**src/rtl/rc4sc_pkg.sv**
```systemverilog
`timescale 1ns / 1ps
// ----------------------------------------------------------------------------
// rc4sc_pkg
// Shared types and codes for the RC4 stream cipher block.
// ----------------------------------------------------------------------------
package rc4sc_pkg;

	localparam int unsigned SBOX_DEPTH = 256;
	localparam int unsigned SBOX_AW    = 8;
	localparam logic [8:0]  KEY_LENGTH_RESET = 9'd16;

	// request commands
	localparam logic [1:0] CMD_LOAD  = 2'd0;
	localparam logic [1:0] CMD_SCHED = 2'd1;
	localparam logic [1:0] CMD_CRYPT = 2'd2;

	// result kinds
	localparam logic [1:0] KIND_KEY   = 2'd0;
	localparam logic [1:0] KIND_SCHED = 2'd1;
	localparam logic [1:0] KIND_CRYPT = 2'd2;

	typedef struct packed {
		logic [1:0] command;
		logic [7:0] key_index;
		logic [7:0] key_byte;
		logic [7:0] data_byte;
		logic       last_byte;
	} req_t;

	typedef struct packed {
		logic [1:0] out_kind;
		logic [7:0] out_byte;
		logic       out_last;
	} rsp_t;

	// access to the permutation memory: one write and one read per cycle
	typedef struct packed {
		logic               we;
		logic [SBOX_AW-1:0] waddr;
		logic [7:0]         wdata;
		logic [SBOX_AW-1:0] raddr;
	} sbox_req_t;

	typedef enum logic [3:0] {
		ST_IDLE,
		ST_INIT,
		ST_KS_A,
		ST_KS_B,
		ST_KS_C,
		ST_CR_A,
		ST_CR_B,
		ST_CR_C,
		ST_PUSH
	} state_t;

endpackage

```
**src/rtl/rc4sc_sbox_ram.sv**
```systemverilog
`timescale 1ns / 1ps
// ----------------------------------------------------------------------------
// rc4sc_sbox_ram
// 256 x 8 permutation memory, one write and one registered read per cycle.
// A read of the entry written in the same cycle returns the old contents.
// ----------------------------------------------------------------------------
module rc4sc_sbox_ram (
	input  logic                  clk,
	input  rc4sc_pkg::sbox_req_t  req,
	output logic [7:0]            rdata
);

	logic [7:0] mem [rc4sc_pkg::SBOX_DEPTH];

	always_ff @(posedge clk) begin
		if (req.we) begin
			mem[req.waddr] <= req.wdata;
		end
	end

	always_ff @(posedge clk) begin
		rdata <= mem[req.raddr];
	end

endmodule

```
**src/rtl/rc4_stream_cipher.sv**
```systemverilog
`timescale 1ns / 1ps
// ----------------------------------------------------------------------------
// rc4_stream_cipher
// RC4 key load, key schedule and keystream crypt over one permutation memory.
// ----------------------------------------------------------------------------
//   channel  signals                      direction  payload
//   request  in_valid, in_ready, in_req   in         req_t
//   result   out_valid, out_ready, out_rsp out       rsp_t
//   config   cfg_valid, cfg_ready, cfg_data in       key_length, 9 bits
//
// Load completes on accept; crypt is the accept plus three memory steps (read
// i, read j, swap write with keystream read); schedule makes 256 identity
// writes, then three steps per entry on the single read port. One request is
// in work at a time; a new one is taken while a result waits in the output
// register. A result that finds the output register full is held until it
// drains. Reset clears the indices, not memory, and sets key length to 16.
// ----------------------------------------------------------------------------
module rc4_stream_cipher #(
	parameter int unsigned MAX_KEY_BYTES = 256
) (
	input  logic             clk,
	input  logic             arst_n,
	input  logic             in_valid,
	output logic             in_ready,
	input  rc4sc_pkg::req_t  in_req,
	output logic             out_valid,
	input  logic             out_ready,
	output rc4sc_pkg::rsp_t  out_rsp,
	input  logic             cfg_valid,
	output logic             cfg_ready,
	input  logic [8:0]       cfg_data
);

	localparam int unsigned KW = (MAX_KEY_BYTES > 1) ? $clog2(MAX_KEY_BYTES) : 1;

	rc4sc_pkg::state_t    state_q, state_d;
	rc4sc_pkg::sbox_req_t sbox_req;
	rc4sc_pkg::rsp_t      res, res_q, out_q;
	logic                 res_valid;
	logic                 out_valid_q;
	logic                 slot_free;
	logic [7:0]           s_rdata;

	logic [8:0]    key_length_q;
	logic [8:0]    n_eff;
	logic [7:0]    key_mem [MAX_KEY_BYTES];
	logic [7:0]    key_rd_q;
	logic [KW-1:0] kk_q;
	logic          kk_last;

	logic [7:0] i_q, j_q, k_q, m_q, a_q, b_q, t_q;
	logic [7:0] data_q;
	logic       last_q;
	logic       fwd_q;
	logic [7:0] ks_a, m_new, j_new, ks_byte;

	logic in_fire;
	assign in_fire   = in_valid && in_ready;
	assign in_ready  = (state_q == rc4sc_pkg::ST_IDLE);
	assign cfg_ready = 1'b1;
	assign slot_free = !out_valid_q || out_ready;

	// configuration
	always_ff @(posedge clk or negedge arst_n) begin
		if (!arst_n) begin
			key_length_q <= rc4sc_pkg::KEY_LENGTH_RESET;
		end else if (cfg_valid && cfg_ready) begin
			key_length_q <= cfg_data;
		end
	end

	always_comb begin
		if (key_length_q == 9'd0) begin
			n_eff = 9'd1;
		end else if (key_length_q > 9'(MAX_KEY_BYTES)) begin
			n_eff = 9'(MAX_KEY_BYTES);
		end else begin
			n_eff = key_length_q;
		end
	end

	assign kk_last = (9'(kk_q) == (n_eff - 9'd1));

	// key memory
	always_ff @(posedge clk) begin
		if (in_fire && in_req.command == rc4sc_pkg::CMD_LOAD
				&& 9'(in_req.key_index) < 9'(MAX_KEY_BYTES)) begin
			key_mem[in_req.key_index[KW-1:0]] <= in_req.key_byte;
		end
	end

	always_ff @(posedge clk) begin
		key_rd_q <= key_mem[kk_q];
	end

	rc4sc_sbox_ram u_sbox (
		.clk   (clk),
		.req   (sbox_req),
		.rdata (s_rdata)
	);

	// schedule: take S[k] from the last write when it hit k
	assign ks_a    = fwd_q ? a_q : s_rdata;
	assign m_new   = m_q + ks_a + key_rd_q;
	assign j_new   = j_q + s_rdata;
	// keystream read raced the swap writes: take the newest value
	assign ks_byte = (t_q == j_q) ? a_q : ((t_q == i_q) ? b_q : s_rdata);

	always_comb begin
		state_d        = state_q;
		sbox_req.we    = 1'b0;
		sbox_req.waddr = k_q;
		sbox_req.wdata = k_q;
		sbox_req.raddr = i_q + 8'd1;
		res_valid      = 1'b0;
		res            = '0;
		case (state_q)
			rc4sc_pkg::ST_IDLE: begin
				if (in_fire) begin
					case (in_req.command)
						rc4sc_pkg::CMD_LOAD: begin
							res_valid    = 1'b1;
							res.out_kind = rc4sc_pkg::KIND_KEY;
						end
						rc4sc_pkg::CMD_SCHED: state_d = rc4sc_pkg::ST_INIT;
						rc4sc_pkg::CMD_CRYPT: state_d = rc4sc_pkg::ST_CR_A;
						default: state_d = rc4sc_pkg::ST_IDLE;
					endcase
				end
			end
			rc4sc_pkg::ST_INIT: begin
				sbox_req.we    = 1'b1;
				sbox_req.raddr = '0;
				if (k_q == 8'hFF) begin
					state_d = rc4sc_pkg::ST_KS_A;
				end
			end
			rc4sc_pkg::ST_KS_A: begin
				sbox_req.raddr = m_new;
				state_d        = rc4sc_pkg::ST_KS_B;
			end
			rc4sc_pkg::ST_KS_B: begin
				sbox_req.we    = 1'b1;
				sbox_req.wdata = s_rdata;
				state_d        = rc4sc_pkg::ST_KS_C;
			end
			rc4sc_pkg::ST_KS_C: begin
				sbox_req.we    = 1'b1;
				sbox_req.waddr = m_q;
				sbox_req.wdata = a_q;
				sbox_req.raddr = k_q + 8'd1;
				if (k_q == 8'hFF) begin
					res_valid    = 1'b1;
					res.out_kind = rc4sc_pkg::KIND_SCHED;
				end else begin
					state_d = rc4sc_pkg::ST_KS_A;
				end
			end
			rc4sc_pkg::ST_CR_A: begin
				sbox_req.raddr = j_new;
				state_d        = rc4sc_pkg::ST_CR_B;
			end
			rc4sc_pkg::ST_CR_B: begin
				sbox_req.we    = 1'b1;
				sbox_req.waddr = i_q;
				sbox_req.wdata = s_rdata;
				sbox_req.raddr = a_q + s_rdata;
				state_d        = rc4sc_pkg::ST_CR_C;
			end
			rc4sc_pkg::ST_CR_C: begin
				sbox_req.we    = 1'b1;
				sbox_req.waddr = j_q;
				sbox_req.wdata = a_q;
				res_valid      = 1'b1;
				res.out_kind   = rc4sc_pkg::KIND_CRYPT;
				res.out_byte   = data_q ^ ks_byte;
				res.out_last   = last_q;
			end
			rc4sc_pkg::ST_PUSH: begin
				res_valid = 1'b1;
				res       = res_q;
			end
			default: state_d = rc4sc_pkg::ST_IDLE;
		endcase
		// park the result when the output register is still full
		if (res_valid) begin
			state_d = slot_free ? rc4sc_pkg::ST_IDLE : rc4sc_pkg::ST_PUSH;
		end
	end

	always_ff @(posedge clk or negedge arst_n) begin
		if (!arst_n) begin
			state_q <= rc4sc_pkg::ST_IDLE;
		end else begin
			state_q <= state_d;
		end
	end

	// indices and schedule control
	always_ff @(posedge clk or negedge arst_n) begin
		if (!arst_n) begin
			i_q   <= '0;
			j_q   <= '0;
			k_q   <= '0;
			m_q   <= '0;
			kk_q  <= '0;
			fwd_q <= 1'b0;
		end else begin
			case (state_q)
				rc4sc_pkg::ST_IDLE: begin
					if (in_fire && in_req.command == rc4sc_pkg::CMD_CRYPT) begin
						i_q <= i_q + 8'd1;
					end
					k_q  <= '0;
					kk_q <= '0;
				end
				rc4sc_pkg::ST_INIT: begin
					k_q   <= k_q + 8'd1;
					m_q   <= '0;
					fwd_q <= 1'b0;
				end
				rc4sc_pkg::ST_KS_A: begin
					m_q  <= m_new;
					kk_q <= kk_last ? '0 : kk_q + KW'(1);
				end
				rc4sc_pkg::ST_KS_C: begin
					fwd_q <= (m_q == k_q + 8'd1);
					k_q   <= k_q + 8'd1;
					if (k_q == 8'hFF) begin
						i_q <= '0;
						j_q <= '0;
					end
				end
				rc4sc_pkg::ST_CR_A: begin
					j_q <= j_new;
				end
				default: begin
				end
			endcase
		end
	end

	// payload registers
	always_ff @(posedge clk) begin
		if (in_fire) begin
			data_q <= in_req.data_byte;
			last_q <= in_req.last_byte;
		end
		if (state_q == rc4sc_pkg::ST_KS_A) begin
			a_q <= ks_a;
		end
		if (state_q == rc4sc_pkg::ST_CR_A) begin
			a_q <= s_rdata;
		end
		if (state_q == rc4sc_pkg::ST_CR_B) begin
			b_q <= s_rdata;
			t_q <= a_q + s_rdata;
		end
		if (res_valid && state_q != rc4sc_pkg::ST_PUSH) begin
			res_q <= res;
		end
		if (res_valid && slot_free) begin
			out_q <= res;
		end
	end

	// output register
	always_ff @(posedge clk or negedge arst_n) begin
		if (!arst_n) begin
			out_valid_q <= 1'b0;
		end else if (res_valid && slot_free) begin
			out_valid_q <= 1'b1;
		end else if (out_ready) begin
			out_valid_q <= 1'b0;
		end
	end

	assign out_valid = out_valid_q;
	assign out_rsp   = out_q;

`ifndef SYNTHESIS
	a_crypt_steps: assert property (@(posedge clk) disable iff (!arst_n)
		in_fire && in_req.command == rc4sc_pkg::CMD_CRYPT
		|=> state_q == rc4sc_pkg::ST_CR_A ##1 state_q == rc4sc_pkg::ST_CR_B
		##1 state_q == rc4sc_pkg::ST_CR_C)
		else $error("crypt request left the three step sequence");

	a_key_in_range: assert property (@(posedge clk) disable iff (!arst_n)
		state_q == rc4sc_pkg::ST_KS_A |-> 9'(kk_q) < n_eff)
		else $error("key index beyond effective key length");

	a_quiet_kinds: assert property (@(posedge clk) disable iff (!arst_n)
		out_valid && out_rsp.out_kind != rc4sc_pkg::KIND_CRYPT
		|-> out_rsp.out_byte == 8'd0 && !out_rsp.out_last)
		else $error("non-crypt result carries data");

	a_write_states: assert property (@(posedge clk) disable iff (!arst_n)
		sbox_req.we |-> state_q == rc4sc_pkg::ST_INIT || state_q == rc4sc_pkg::ST_KS_B
		|| state_q == rc4sc_pkg::ST_KS_C || state_q == rc4sc_pkg::ST_CR_B
		|| state_q == rc4sc_pkg::ST_CR_C)
		else $error("permutation write outside a write step");
`endif

endmodule

```
**config.mk**
```make
export PLATFORM = sky130hd
export DESIGN_NAME = rc4_stream_cipher
export DESIGN_NICKNAME = d
export VERILOG_FILES = /design/src/rtl/rc4sc_pkg.sv /design/src/rtl/rc4sc_sbox_ram.sv /design/src/rtl/rc4_stream_cipher.sv
export SDC_FILE = /design/constraint.sdc
export NUM_CORES = 2
export LEC_CHECK = 0
export BUFFER_PORTS_ARGS = -buffer_cell sky130_fd_sc_hd__buf_2
export CORE_MARGIN = 1
export CORE_UTILIZATION = 45
export DETAILED_ROUTE_END_ITERATION = 10
export HOLD_SLACK_MARGIN = 0.02
export PLACE_DENSITY = 0.71
export REMOVE_ABC_BUFFERS = 1
export SYNTH_ARGS = -nofsm -noshare
export SYNTH_HDL_FRONTEND = slang
export SYNTH_SLANG_ARGS = --single-unit
```
**constraint.sdc**
```tcl
create_clock -name clk -period 5.65 [get_ports clk]
set_clock_uncertainty 0.05 [all_clocks]
set_input_delay 0.2825 -clock clk [delete_from_list [all_inputs] [get_ports clk]]
set_output_delay 0.2825 -clock clk [all_outputs]
set_load 0.005 [all_outputs]
```
==> flow_summary_export.csv <==
group,metric,value,unit
status,outcome,"finished with violations",
status,violations,"hold timing",
synth,yosys.area_share.xor_xnor,0.003154,
routing,dr_total_vias,98839,
clock_network,cts_buffers,399,
finish,area_growth,13.42,%
synth,yosys.area_share.simple,0.08040,
timing,fin_tns_setup,0,ns
global_routing,grt_max_degree,215,
timing,drv_slew,0,
timing,setup_violations,0,
critical_path,path_max_fanout,47,
routing,wirelength,468300,um
pwr,power.density,591.8,nW/um^2
critical_path,end_kind,"flip-flop",
routing,drtAntennaViolNets,0,
synth,synth_commonest_cells,"edfxtp_1 (4,151), nand2_1 (1,599), nor2_1 (704)",
synth,yosys.area.top_type_share,0.7360,
clock_network,clk_path_buf_depth,4,
synth,yosysMostFrequentCell,"edfxtp_1",
critical_path,cp_slowest_stage_delay,0.64,ns
synth,synth_compound_area_frac,0.04285,
timing,fmax,177.8,MHz
critical_path,cpMaxStageDelayCell,"a221oi_1",
timing,hold_violations,1,
synth,ys.flop_type,"edfxtp_1",
synth,syn_avg_cell_area,16.57,um^2
synth,yosys.area.top_type,"edfxtp_1",
synth,synth.area.mux_share,0.1027,
floorplan,initial_utilization,0.4537,
placement,gp_congestion,0.9596,
clock_network,cts.sinks,4222,
critical_path,cp-startpoint,"fwd_q$_DFFE_PN0P_",
floorplan,row_count,224,
clock_network,tritoncts,"done",
routing,routedWlPerCell,29.35,um
pwr,total_power,0.1137,W
global_routing,grt_use_total,0.2428,
synth,synth_warnings,0,
routing,firstDrtPassIters,9,
synth,synth.distinct_cells,99,
timing,tightestPinTransition,1.265,ns
global_routing,grt-ovfl-total,0,
critical_path,worst_ep_required_time,6.47,ns
routing,drcViolationCount,0,
clock_network,cts_root_buf,"clkbuf_16",
floorplan,dieArea,378800,um^2
floorplan,die_width,615.5,um
synth,synth-edff-count,4151,
worst_hold_path,min_from,"in_req[15]",
clock_network,h-tree-depth,5,
placement,dp_hpwl,288100,um
critical_path,start_kind,"flip-flop",
flow_run,cap_violations,0,
pwr,ir_drop,0.0006005,V
clock_network,post-cts-setup-buffers,0,
global_routing,grt_pass1_wl,679100,um
placement,preCtsSetupSlack,-0.1079,ns
pwr,p_leak,62.00,nW
clock_network,clk_latency,0.94,ns
critical_path,crit_arrival,6.45,ns
clock_network,path_clk_slew,0.06,ns
floorplan,core_area,373300,um^2
finish,final_util,0.5146,
synth,async_flop_share,0.01303,
floorplan,io_pins,55,
synth,synthCells,10221,
global_routing,grt_pass1_vias,96874,
synth,yosysSeqAreaShare,0.7460,
timing,worst_slack,0.02579,ns
timing,min_period,5.624,ns
finish,final_nets,10711,
routing,drt_iter0_markers,14685,
timing,timing.final.crit_share,0.9954,
synth,synth-seq-cells,4222,
synth,synth_area_leaders,"edfxtp_1 (74%), mux4_2 (9.1%), nand2_1 (3.5%)",
floorplan,die_y,615.5,um
timing,slew_headroom,0.1565,
finish,drive_gt1_frac,0.1833,
critical_path,crit_chain,"mux2_2 > fa_1 > ha_1 > inv_1 > fa_1 > xor2_1 > o21ai_0 > o311a_1 > o41a_2 > buf_12 > a221o_1 > o21ai_0 > o32ai_1 > a221oi_1 > o221ai_1 > a32oi_2 > buf_4",
synth,synth_top_family_by_area,"multiplexers",
placement,port_buffers,53,
critical_path,crit_type,"flip-flop to flip-flop",
synth,synthAdderAreaFrac,0.003103,
critical_path,worstReg2RegStart,"fwd_q$_DFFE_PN0P_",
synth,post_synth_instance_area,169400,um^2
worst_hold_path,hp-class,"input port to flip-flop",
global_routing,antenna_found_initial,33,
routing,via_per_inst,6.196,
timing,hold_ws,-0.002341,ns
timing,rsz0062_at_grt,"false",
critical path: cells and delay by family, from the launching register on:
| kind | cells | cell delay, ns |
|---|---|---|
| muxes | 1 | 0.36 |
| AOI/OAI and AO/OA | 9 | 2.85 |
| xor gates and xnor gates | 1 | 0.21 |
| DFF | 1 | 0.37 |
| buffers and inverters | 3 | 0.51 |
| adders and majority gates | 3 | 1.15 |
final timing paths:
check                                             to  cells after the start  slack [ns]
max in group asynchronous        kk_q[1]$_DFFE_PN0N_                      3        4.75
min                        key_mem[253][6]$_DFFE_PP_                      1      -0.002
max reg2reg                  u_sbox.rdata[1]$_DFF_P_                     17        0.03
max                          u_sbox.rdata[1]$_DFF_P_                     17        0.03
min reg2reg                    out_rsp[10]$_DFFE_PP_                      1        0.50
min in group asynchronous         i_q[4]$_DFFE_PN0P_                      3        0.07
placed cells by master, fill, tap and decap left out, drive strengths merged, types with 27 or more instances in the layout:
master	netlist	final
nor2	706	706
nand2	1601	1601
clkinv	0	191
dfrtp	54	54
nor3	53	53
nor4	27	27
and3	56	56
xor2	27	27
a211oi	176	176
xnor2	34	34
inv	98	108
clkbuf	238	476
nand4	34	34
a21oi	185	185
o21ai	130	130
a221oi	50	50
dlygate4sd3	0	49
mux2	28	28
nand3	670	670
a32oi	40	40
mux2i	165	165
a311oi	130	130
bufinv	0	50
edfxtp	4151	4151
a31oi	101	101
mux4	685	685
buf	436	629
cell families after synthesis:
| group | Yosys count |
|---|---|
| mux | 878 |
| xor+xnor | 61 |
| other cells | 1 |
| compound gates | 1019 |
| simple gates | 3232 |
| fa+ha+maj | 36 |
| flops | 4222 |
| buf+inv | 772 |
power breakdown:
part / internal [W] / leakage, nW / total (W) / switching [W]
clock: 0.0155 / 6.44 / 0.0271 / 0.0116
combinational: 0.0155 / 17.0 / 0.0493 / 0.0338
sequential: 0.0367 / 38.6 / 0.0372 / 0.000466
total: 0.0678 / 62.0 / 0.114 / 0.0459
area by class of cell:
cell class                 instances  area (um^2)
antenna                           18        45.04
clock buffer                     468        10440
clock inverter                   262         2661
inverter                          98        427.9
timing repair buffer             686         6406
multi-input combinational       5227        39530
sequential                      4222       126400
fill                           29210       181200
tap                             4972         6221
timing repair:
action | 4_1_cts | 5_1_grt
endpoints found under the setup margin | 1 | 5
hold buffers | 49 | 0
resized for setup | 1 | 12
endpoints found under the hold margin | 495 | 0
state kept, by name, indices dropped and copies added (netlist names), 4 cells and up:
signal        flops
res_q            11
data_q            8
u_sbox.rdata      8
key_length_q      9
b_q               8
out_rsp          11
k_q               8
state_q           4
key_rd_q          8
t_q               8
key_mem        2048
j_q               8
u_sbox.mem     2048
i_q               8
m_q               8
kk_q              8
a_q               8
routing by layer:
| layer | wire length, um | track usage | part of all wire |
|---|---|---|---|
| met2 | 220800 | 0.3845 | 0.47 |
| met3 | 50690 | 0.04801 | 0.11 |
| met1 | 168800 | 0.3207 | 0.36 |
| met5 | 168 | 0 | 0.00036 |
| met4 | 27830 | 0.1245 | 0.059 |
per-stage QoR:
step,instance area [um^2],cells
final,192100,15953
after global routing,192100,15938
after detailed placement,178400,15156
after floorplan,166100,9547
after CTS,192000,15935
after global placement,178400,15156
Note: power is estimated with default switching activity, not from simulation.
